$ cat src/srs_pkg.sv
// Package for the shutter release sequencer.
// Holds phase and action codes, configuration indexes and field widths.
// No dependencies.
package srs_pkg;

  localparam int unsigned TimeW  = 32;
  localparam int unsigned DelayW = 15;
  localparam int unsigned ModeW  = 2;
  localparam int unsigned ActW   = 2;

  typedef logic [0:0] cfg_idx_t;

  localparam cfg_idx_t CFG_MODE  = 1'b0;
  localparam cfg_idx_t CFG_DELAY = 1'b1;

  localparam logic [ModeW-1:0] MODE_OFF    = 2'd0;
  localparam logic [ModeW-1:0] MODE_SINGLE = 2'd1;
  localparam logic [ModeW-1:0] MODE_BULB   = 2'd2;

  typedef enum logic [2:0] {
    PH_IDLE   = 3'd0,
    PH_DELAY  = 3'd1,
    PH_SINGLE = 3'd2,
    PH_BULB   = 3'd3,
    PH_TIME   = 3'd4
  } phase_t;

  typedef enum logic [ActW-1:0] {
    ACT_IDLE    = 2'd0,
    ACT_PENDING = 2'd1,
    ACT_START   = 2'd2,
    ACT_STOP    = 2'd3
  } act_code_t;

endpackage

$ cat src/shutter_release_sequencer_top.sv
// Shutter release sequencer, top level.
// Depends on srs_pkg for phase and action codes and configuration indexes.
//
// Usage:
//   Input channel (in_valid/in_ready) carries one button sample: in_pin_level
//   and the millisecond time in_now_ms. Each accepted item gives exactly one
//   result item on the output channel (out_valid/out_ready), out_action:
//   0 idle, 1 pending, 2 start exposure, 3 stop exposure.
//   Configuration channel (cfg_valid/cfg_ready) writes mode (index 0) or
//   delay_ms (index 1) from cfg_data; cfg_ready is always high. Write it only
//   while no item is in flight.
//   The result is registered and appears in the cycle after the item is accepted.
//   Throughput: one item per clock while out_ready is high; edge detection, elapsed-time
//   subtract and compare all sit between the input handshake and the result register.
//   A held result stalls intake only while out_ready is low; in_ready is high
//   whenever the result register is empty or being drained the same cycle.
//   Reset (rst_n low, synchronous): phase idle, stored level low, trigger
//   time zero, mode off, delay zero, no result pending.
module shutter_release_sequencer_top (
  input  logic                            clk,
  input  logic                            rst_n,
  input  logic                            in_valid,
  output logic                            in_ready,
  input  logic                            in_pin_level,
  input  logic [srs_pkg::TimeW-1:0]       in_now_ms,
  output logic                            out_valid,
  input  logic                            out_ready,
  output logic [srs_pkg::ActW-1:0]        out_action,
  input  logic                            cfg_valid,
  output logic                            cfg_ready,
  input  srs_pkg::cfg_idx_t               cfg_index,
  input  logic [srs_pkg::DelayW-1:0]      cfg_data
);
  import srs_pkg::*;

  logic [ModeW-1:0]  mode_r;
  logic [DelayW-1:0] delay_r;
  phase_t            phase_r, phase_nxt;
  logic              last_level_r, last_level_nxt;
  logic [TimeW-1:0]  trig_time_r, trig_time_nxt;
  logic              out_valid_r, out_valid_nxt;
  act_code_t         action_r, action_nxt;

  logic              in_fire;
  logic              rise, fall;
  logic [TimeW-1:0]  elapsed;
  logic              delay_done;

  assign in_ready  = !out_valid_r || out_ready;
  assign in_fire   = in_valid && in_ready;
  assign cfg_ready = 1'b1;
  assign out_valid = out_valid_r;
  assign out_action = action_r;

  assign rise       = !last_level_r && in_pin_level;
  assign fall       = last_level_r && !in_pin_level;
  assign elapsed    = in_now_ms - trig_time_r;
  assign delay_done = elapsed >= {{(TimeW-DelayW){1'b0}}, delay_r};

  always_ff @(posedge clk) begin
    if (!rst_n) begin
      mode_r  <= MODE_OFF;
      delay_r <= '0;
    end else if (cfg_valid && cfg_ready) begin
      unique case (cfg_index)
        CFG_MODE:  mode_r  <= cfg_data[ModeW-1:0];
        CFG_DELAY: delay_r <= cfg_data;
        default:   ;
      endcase
    end
  end

  always_comb begin
    phase_nxt      = phase_r;
    last_level_nxt = last_level_r;
    trig_time_nxt  = trig_time_r;
    action_nxt     = action_r;
    out_valid_nxt  = out_valid_r && !out_ready;
    if (in_fire) begin
      out_valid_nxt = 1'b1;
      action_nxt    = ACT_IDLE;
      if (mode_r != MODE_OFF) begin
        last_level_nxt = in_pin_level;
        unique case (phase_r)
          PH_IDLE: begin
            if (rise) begin
              trig_time_nxt = in_now_ms;
              phase_nxt     = PH_DELAY;
              action_nxt    = ACT_PENDING;
            end
          end
          PH_DELAY: begin
            if (delay_done) begin
              if (mode_r == MODE_SINGLE) begin
                phase_nxt = PH_SINGLE;
              end else if (mode_r == MODE_BULB) begin
                phase_nxt = PH_BULB;
              end else begin
                phase_nxt = PH_TIME;
              end
              action_nxt = ACT_START;
            end else begin
              action_nxt = ACT_PENDING;
            end
          end
          PH_SINGLE: begin
            phase_nxt  = PH_IDLE;
            action_nxt = ACT_STOP;
          end
          PH_BULB: begin
            if (fall) begin
              phase_nxt  = PH_IDLE;
              action_nxt = ACT_STOP;
            end else begin
              action_nxt = ACT_PENDING;
            end
          end
          PH_TIME: begin
            if (rise) begin
              phase_nxt  = PH_IDLE;
              action_nxt = ACT_STOP;
            end else begin
              action_nxt = ACT_PENDING;
            end
          end
          default: action_nxt = ACT_IDLE;
        endcase
      end
    end
  end

  always_ff @(posedge clk) begin
    if (!rst_n) begin
      phase_r      <= PH_IDLE;
      last_level_r <= 1'b0;
      trig_time_r  <= '0;
      out_valid_r  <= 1'b0;
    end else begin
      phase_r      <= phase_nxt;
      last_level_r <= last_level_nxt;
      trig_time_r  <= trig_time_nxt;
      out_valid_r  <= out_valid_nxt;
    end
  end

  always_ff @(posedge clk) begin
    action_r <= action_nxt;
  end

  a_stall_blocks_intake: assert property (@(posedge clk) disable iff (!rst_n)
    (out_valid_r && !out_ready) |-> !in_ready)
    else $error("intake open while result is stalled");

  a_item_gives_result: assert property (@(posedge clk) disable iff (!rst_n)
    in_fire |=> out_valid_r)
    else $error("accepted item produced no result");

  a_start_enters_exposure: assert property (@(posedge clk) disable iff (!rst_n)
    in_fire |=> (action_r != ACT_START || phase_r == PH_SINGLE ||
                 phase_r == PH_BULB || phase_r == PH_TIME))
    else $error("start reported without entering an exposure phase");

  a_off_freezes_state: assert property (@(posedge clk) disable iff (!rst_n)
    (in_fire && mode_r == MODE_OFF) |=>
      (phase_r == $past(phase_r) && last_level_r == $past(last_level_r) &&
       action_r == ACT_IDLE))
    else $error("state moved while mode is off");

endmodule
$ cat config.mk
export PLATFORM = sky130hd
export DESIGN_NAME = shutter_release_sequencer_top
export DESIGN_NICKNAME = d
export VERILOG_FILES = /design/src/srs_pkg.sv /design/src/shutter_release_sequencer_top.sv
export SDC_FILE = /design/constraint.sdc
export NUM_CORES = 1
export LEC_CHECK = 0
export ABC_AREA = 1
export BUFFER_PORTS_ARGS = -buffer_cell sky130_fd_sc_hd__buf_2
export CAP_MARGIN = 20
export CORE_MARGIN = 2
export CORE_UTILIZATION = 49
export DETAILED_ROUTE_END_ITERATION = 8
export GPL_TIMING_DRIVEN = 0
export PLACE_DENSITY_LB_ADDON = 0.12
export REMOVE_ABC_BUFFERS = 1
export SLEW_MARGIN = 15
export SYNTH_ARGS = -nofsm -noshare
export SYNTH_HDL_FRONTEND = slang
export SYNTH_SLANG_ARGS = --single-unit
$ cat constraint.sdc
create_clock -name clk -period 3.28 [get_ports clk]
set_input_delay 0 -clock clk [delete_from_list [all_inputs] [get_ports clk]]
set_output_delay 0 -clock clk [all_outputs]
set_load 0.02 [all_outputs]
Yosys cells after proc, flatten, opt, wreduce, memory -nomap -nowiden. Index checks and enable logic that the tools add are counted.

Output and inout port bits: 5. Flip-flop bits (word level): 56. Input bits: 54.

$add $sub $neg: 1. Equal/unequal tests: 10. Order comparisons: 1. Bitwise gates (word level): 1. Muxes and demuxes: 13. Reduce and logical (&&, ||, !) cells: 17.

Operators by type and width (number): greater-or-equal comparator 32 x 15 -> 1 bit (1); subtractor 32 bit (1); two-way mux 3 bit (6); one-hot mux 3 bit (5 select lines) (1); one-hot mux 2 bit (5 select lines) (1); inequality test 2 bit, second input constant (4); AND reduction 7 bit (1); equality test 3 x 2 -> 1 bit, second input constant (2); two-way mux 2 bit (3); AND reduction 2 bit (3); nonzero test 5 bit (1); logical AND 1 bit (4); logical NOT 1 bit (4); AND reduction 4 bit (1); equality test 3 x 1 -> 1 bit, second input constant (1); equality test 3 bit, second input constant (1); logical NOT 3 bit (1); equality test 2 x 1 -> 1 bit, second input constant (1); equality test 2 bit, second input constant (1); two-way mux 1 bit (2); nonzero test 2 bit (1); logical OR 1 bit (1); inverter 1 bit (1).

Longest topological paths before layout.
Depth in word-level cells: 5. Mapped depth: 29.

Least setup slack after synthesis. Ideal clock, no wire load.

Path kind: register to register. From: register trig_time_r[2]. To: register phase_r[0]. Setup time: 0.115 ns. Stages on the path, launching flop included: 25. Path buffers: 0. Period minus slack after synthesis: 2.801 ns. Data required time: 3.165 ns. Arrival: 2.686 ns. Path slack: 0.479 ns. Cells stage by stage: dfxtp_1 inv_1 ha_1 a21oi_1 nand2_2 nand2_1 nand2_2 nand2_1 nand2_1 xor2_1 ha_1 a21oi_1 nor3_1 a211oi_1 nand2_1 nand2_1 nand2_1 nand2_1 nand2_1 nor2_2 nand3_1 nand2_2 nand2_2 a21oi_1 nor2_1.

Longest elaborated chain between the ends: 4.

RTL lines: start, declared (RTL line shutter_release_sequencer_top.sv:40) `logic [TimeW-1:0] trig_time_r, trig_time_nxt;`; start signal, assigned (RTL line shutter_release_sequencer_top.sv:141) `trig_time_r <= trig_time_nxt;`; subtractor 32 bit (RTL line shutter_release_sequencer_top.sv:57) `assign elapsed = in_now_ms - trig_time_r;`; greater-or-equal comparator 32 x 15 -> 1 bit (RTL line shutter_release_sequencer_top.sv:58) `assign delay_done = elapsed >= {{(TimeW-DelayW){1'b0}}, delay_r};`; inequality test 2 bit (no line); AND reduction 7 bit (no line); end signal, assigned (RTL line shutter_release_sequencer_top.sv:139) `phase_r <= phase_nxt;`; end, declared (RTL line shutter_release_sequencer_top.sv:38) `phase_t phase_r, phase_nxt;`.

Every way passes these cells. A chain may end at the register's enable or synchronous reset.

Worst setup path after layout.
From: input in_now_ms[0] (netlist name). To: register action_r[1], in the netlist out_action[1], data pin.

Longest elaborated chain between the ends: 4.

RTL lines: start, declared (RTL line shutter_release_sequencer_top.sv:25) `input logic [srs_pkg::TimeW-1:0] in_now_ms,`; subtractor 32 bit (RTL line shutter_release_sequencer_top.sv:57); greater-or-equal comparator 32 x 15 -> 1 bit (RTL line shutter_release_sequencer_top.sv:58); two-way mux 2 bit (RTL line shutter_release_sequencer_top.sv:93) `if (delay_done) begin`; one-hot mux 2 bit (5 select lines) (RTL line shutter_release_sequencer_top.sv:84) `unique case (phase_r)`; end signal, assigned (RTL line shutter_release_sequencer_top.sv:147) `action_r <= action_nxt;`; end, declared (RTL line shutter_release_sequencer_top.sv:42) `act_code_t action_r, action_nxt;`.

Every way passes these cells.

==> reports/results.ini <==
[synthesis]
synth_edf_count=2
synthDominantCellAreaShare_pct=21.48
synth_area_leaders=dfxtp_1, nand2_1, inv_1
syn_area_sq_mm=0.005032
synth-seq-cells=56
synth_top_cell_by_area=dfxtp_1
synth_warnings=0
ys_async_sr_fraction_pct=0
yosysMostFrequentCell=nand2_1
synth_ff_type=dfxtp_1
synth_cells=838
yosysSeqAreaShare_pct=22.68
ys_types=32
syn_area_per_cell_sq_um=6.005
synthTopCellsByCount=nand2_1, inv_1, a21oi_1

[hold_path]
worstHoldPathType=in2reg
min_from=in_now_ms[1]
hold_depth=3
holdPathEnd=trig_time_r[1]

[placement]
port_buffers=57
dp_hpwl_mm=10.38
place_inst=1014
gp_congestion=0.8842

[power]
power.share.clock_pct=20.6
leakage_nw=3.204
pwr-share-comb_pct=44.1
power.share.sequential_pct=35.3
ir_drop_uv=175.4
switchingPower_uw=835.6
cell_internal_pwr_mw=1.254
switching_share_pct=39.99
power_density_mw_per_mm2=330.5

[worst_setup_path]
crit_top_cell=nand2_1
critPathKind=in2reg
slowest_delay_ps=520
r2r_cells=22
critPathSlowestCell=dlygate4sd3_1
critPathLaunchType=input pin
r2r_setup_slack_ps=160
crit_required_ps=3380
timing.rr.start=trig_time_r[0]
crit_fanout=3
worst-endpoint-arrival_ps=3220
worstSetupEndpointType=register
rr_endpoint=out_action[1]

[route]
postRouteAntennaNets=0
drt-pass1-iter-count=5
drc_errors=0
vias=5328
avgRoutedWirePerCell_um=12.89
routed_via_density=4.929
drt_iter0_markers=310
wl_mm=13.93

[floorplanning]
io_pins=59
start_util_pct=51.01
core_area_sq_mm=0.009864
rows=36
die_w_um=105.3
die_y_um=105.3
die_area_sq_mm=0.01110

[finish]
fin_cells=1081
drive_above_1_share_pct=17.93
area_growth_pct=25.63
antenna_cells=0
nets=1050
utilization_pct=64.09

[sta]
final_hold_viol_count=0
finalSetupViolations=0
clock.fmax_ghz=0.3202
slew_headroom_pct=43.60
tightest_slew_ps=845.9
layout_min_cycle_time_ps=3123
clock_skew_ps=6.314
finalCritPeriodShare_pct=95.21
report.final.slew_viol_count=0

[clock_tree]
clkLatencyLatePin_ps=330
cts_tree=done
cts.path.max_buffers=2
htreeDepth=2
cts-buffers-inserted=5
clk_pin_slew_ps=120
cts_root_buf=clkbuf_8
clock_sinks=56

[global_route]
grtUsageTotal_pct=24.89
antenna_found_initial=0
overflow=0
grt_max_degree=54
grt_pass1_wl_mm=22.51
grt_pass1_vias=4965

[outcome]
outcome=completed

[job]
maxCapViolations=0

-- cell families after synthesis --
group | synth area share, %
simple gates | 32.40
compound gates | 15.27
xor+xnor | 2.611
buf+inv | 14.64
flops | 22.68
fa+ha+maj | 12.33
other cells | 0.07452
-- cells in the final DEF, fill, tap and decap left out, drive strengths merged --
| cell | netlist | routed |
|---|---|---|
| dfxtp | 54 | 54 |
| buf | 2 | 67 |
| o21ai | 51 | 51 |
| xnor2 | 1 | 1 |
| clkbuf | 13 | 5 |
| fa | 1 | 1 |
| conb | 1 | 1 |
| ha | 48 | 48 |
| clkinv | 0 | 1 |
| a22oi | 1 | 1 |
| a211oi | 2 | 2 |
| inv | 180 | 182 |
| nor3 | 11 | 11 |
| a21oi | 83 | 83 |
| dlygate4sd3 | 0 | 50 |
| or2 | 1 | 1 |
| o21bai | 9 | 9 |
| nor2 | 62 | 62 |
| nand4 | 9 | 9 |
| and2 | 3 | 3 |
| nand2 | 256 | 256 |
| xor2 | 14 | 14 |
| nand3b | 6 | 6 |
| nand3 | 28 | 28 |
| edfxtp | 2 | 2 |
-- state kept, by name (all words and copies together) (netlist names) --
register / cells
delay_r: 15
mode_r: 2
out_action: 2
last_level_r: 1
phase_r: 3
trig_time_r: 32
out_valid: 1
-- worst max-delay path by stage --
stage / start / endpoint / slack [ps] / cells past startpoint
6_report: in_now_ms[0] / out_action[1] / 160 / 25
5_1_grt: in_now_ms[0] / phase_r[1] / -40 / 27
4_1_cts: in_now_ms[0] / phase_r[2] / 20 / 28
3_5_place_dp: trig_time_r[0] / phase_r[2] / 20 / 23
3_3_place_gp: trig_time_r[0] / phase_r[1] / 40 / 23
2_1_floorplan: trig_time_r[2] / phase_r[0] / 480 / 24
-- routing by layer --
metal	part of all wire [%]	track usage [%]	wire (um)	up-vias
li1	-	-	-	2818
met1	47	33.04	6491	2380
met2	48	43.50	6671	115
met3	4.5	3.154	625	15
met4	1.0	4.476	144	0
met5	0	0	0	-
-- per-stage QoR --
stage	cell area (sq um)	total power [mW]	worst slack, ps	setup TNS [ps]	hold WS [ps]
after floorplan	4971	1.327	479.1	0	120.7
after global routing	6322	2.255	-38.12	-51.37	35.95
after detailed placement	5453	1.537	15.89	0	264.5
after CTS	6056	2.016	17.93	0	4.901
final	6322	2.090	157.1	0	17.13
after global placement	5423	1.512	44.84	0	253.8
-- worst max-delay path, delay by kind of cell --
kind	cells	cell delay (ps)
AO/OA/AOI/OAI	2	250
XOR/XNOR	1	180
adder cells (fa/ha/maj)	3	820
buffers and inverters	6	950
AND/OR/NAND/NOR	13	1030
-- layout make-up --
class	count	area, sq um
repair buffers	117	880.8
multi-input cells	587	3358
clock buffers	5	68.82
fillers	951	3542
well taps	133	166.4
inverters	180	675.6
flip-flops and latches	56	1146
clock inverters	3	26.28
-- power groups by stage --
stage | sequential (mW) | clock, mW | combinational, mW
final | 0.738 | 0.430 | 0.921
after global routing | 0.742 | 0.469 | 1.04
after CTS | 0.737 | 0.442 | 0.837
after detailed placement | 0.752 | 0 | 0.785
after global placement | 0.751 | 0 | 0.761
after floorplan | 0.753 | 0 | 0.574
-- timing repair --
item / CTS / global route
pin swaps: 0 / 21
hold buffers: 50 / 0
endpoints found under the hold margin: 49 / 0
gates resized for setup: 1 / 50
buffers inserted: 0 / 9
setup endpoints to repair: 3 / 5
No activity file was read; power rests on OpenSTA's default activity.
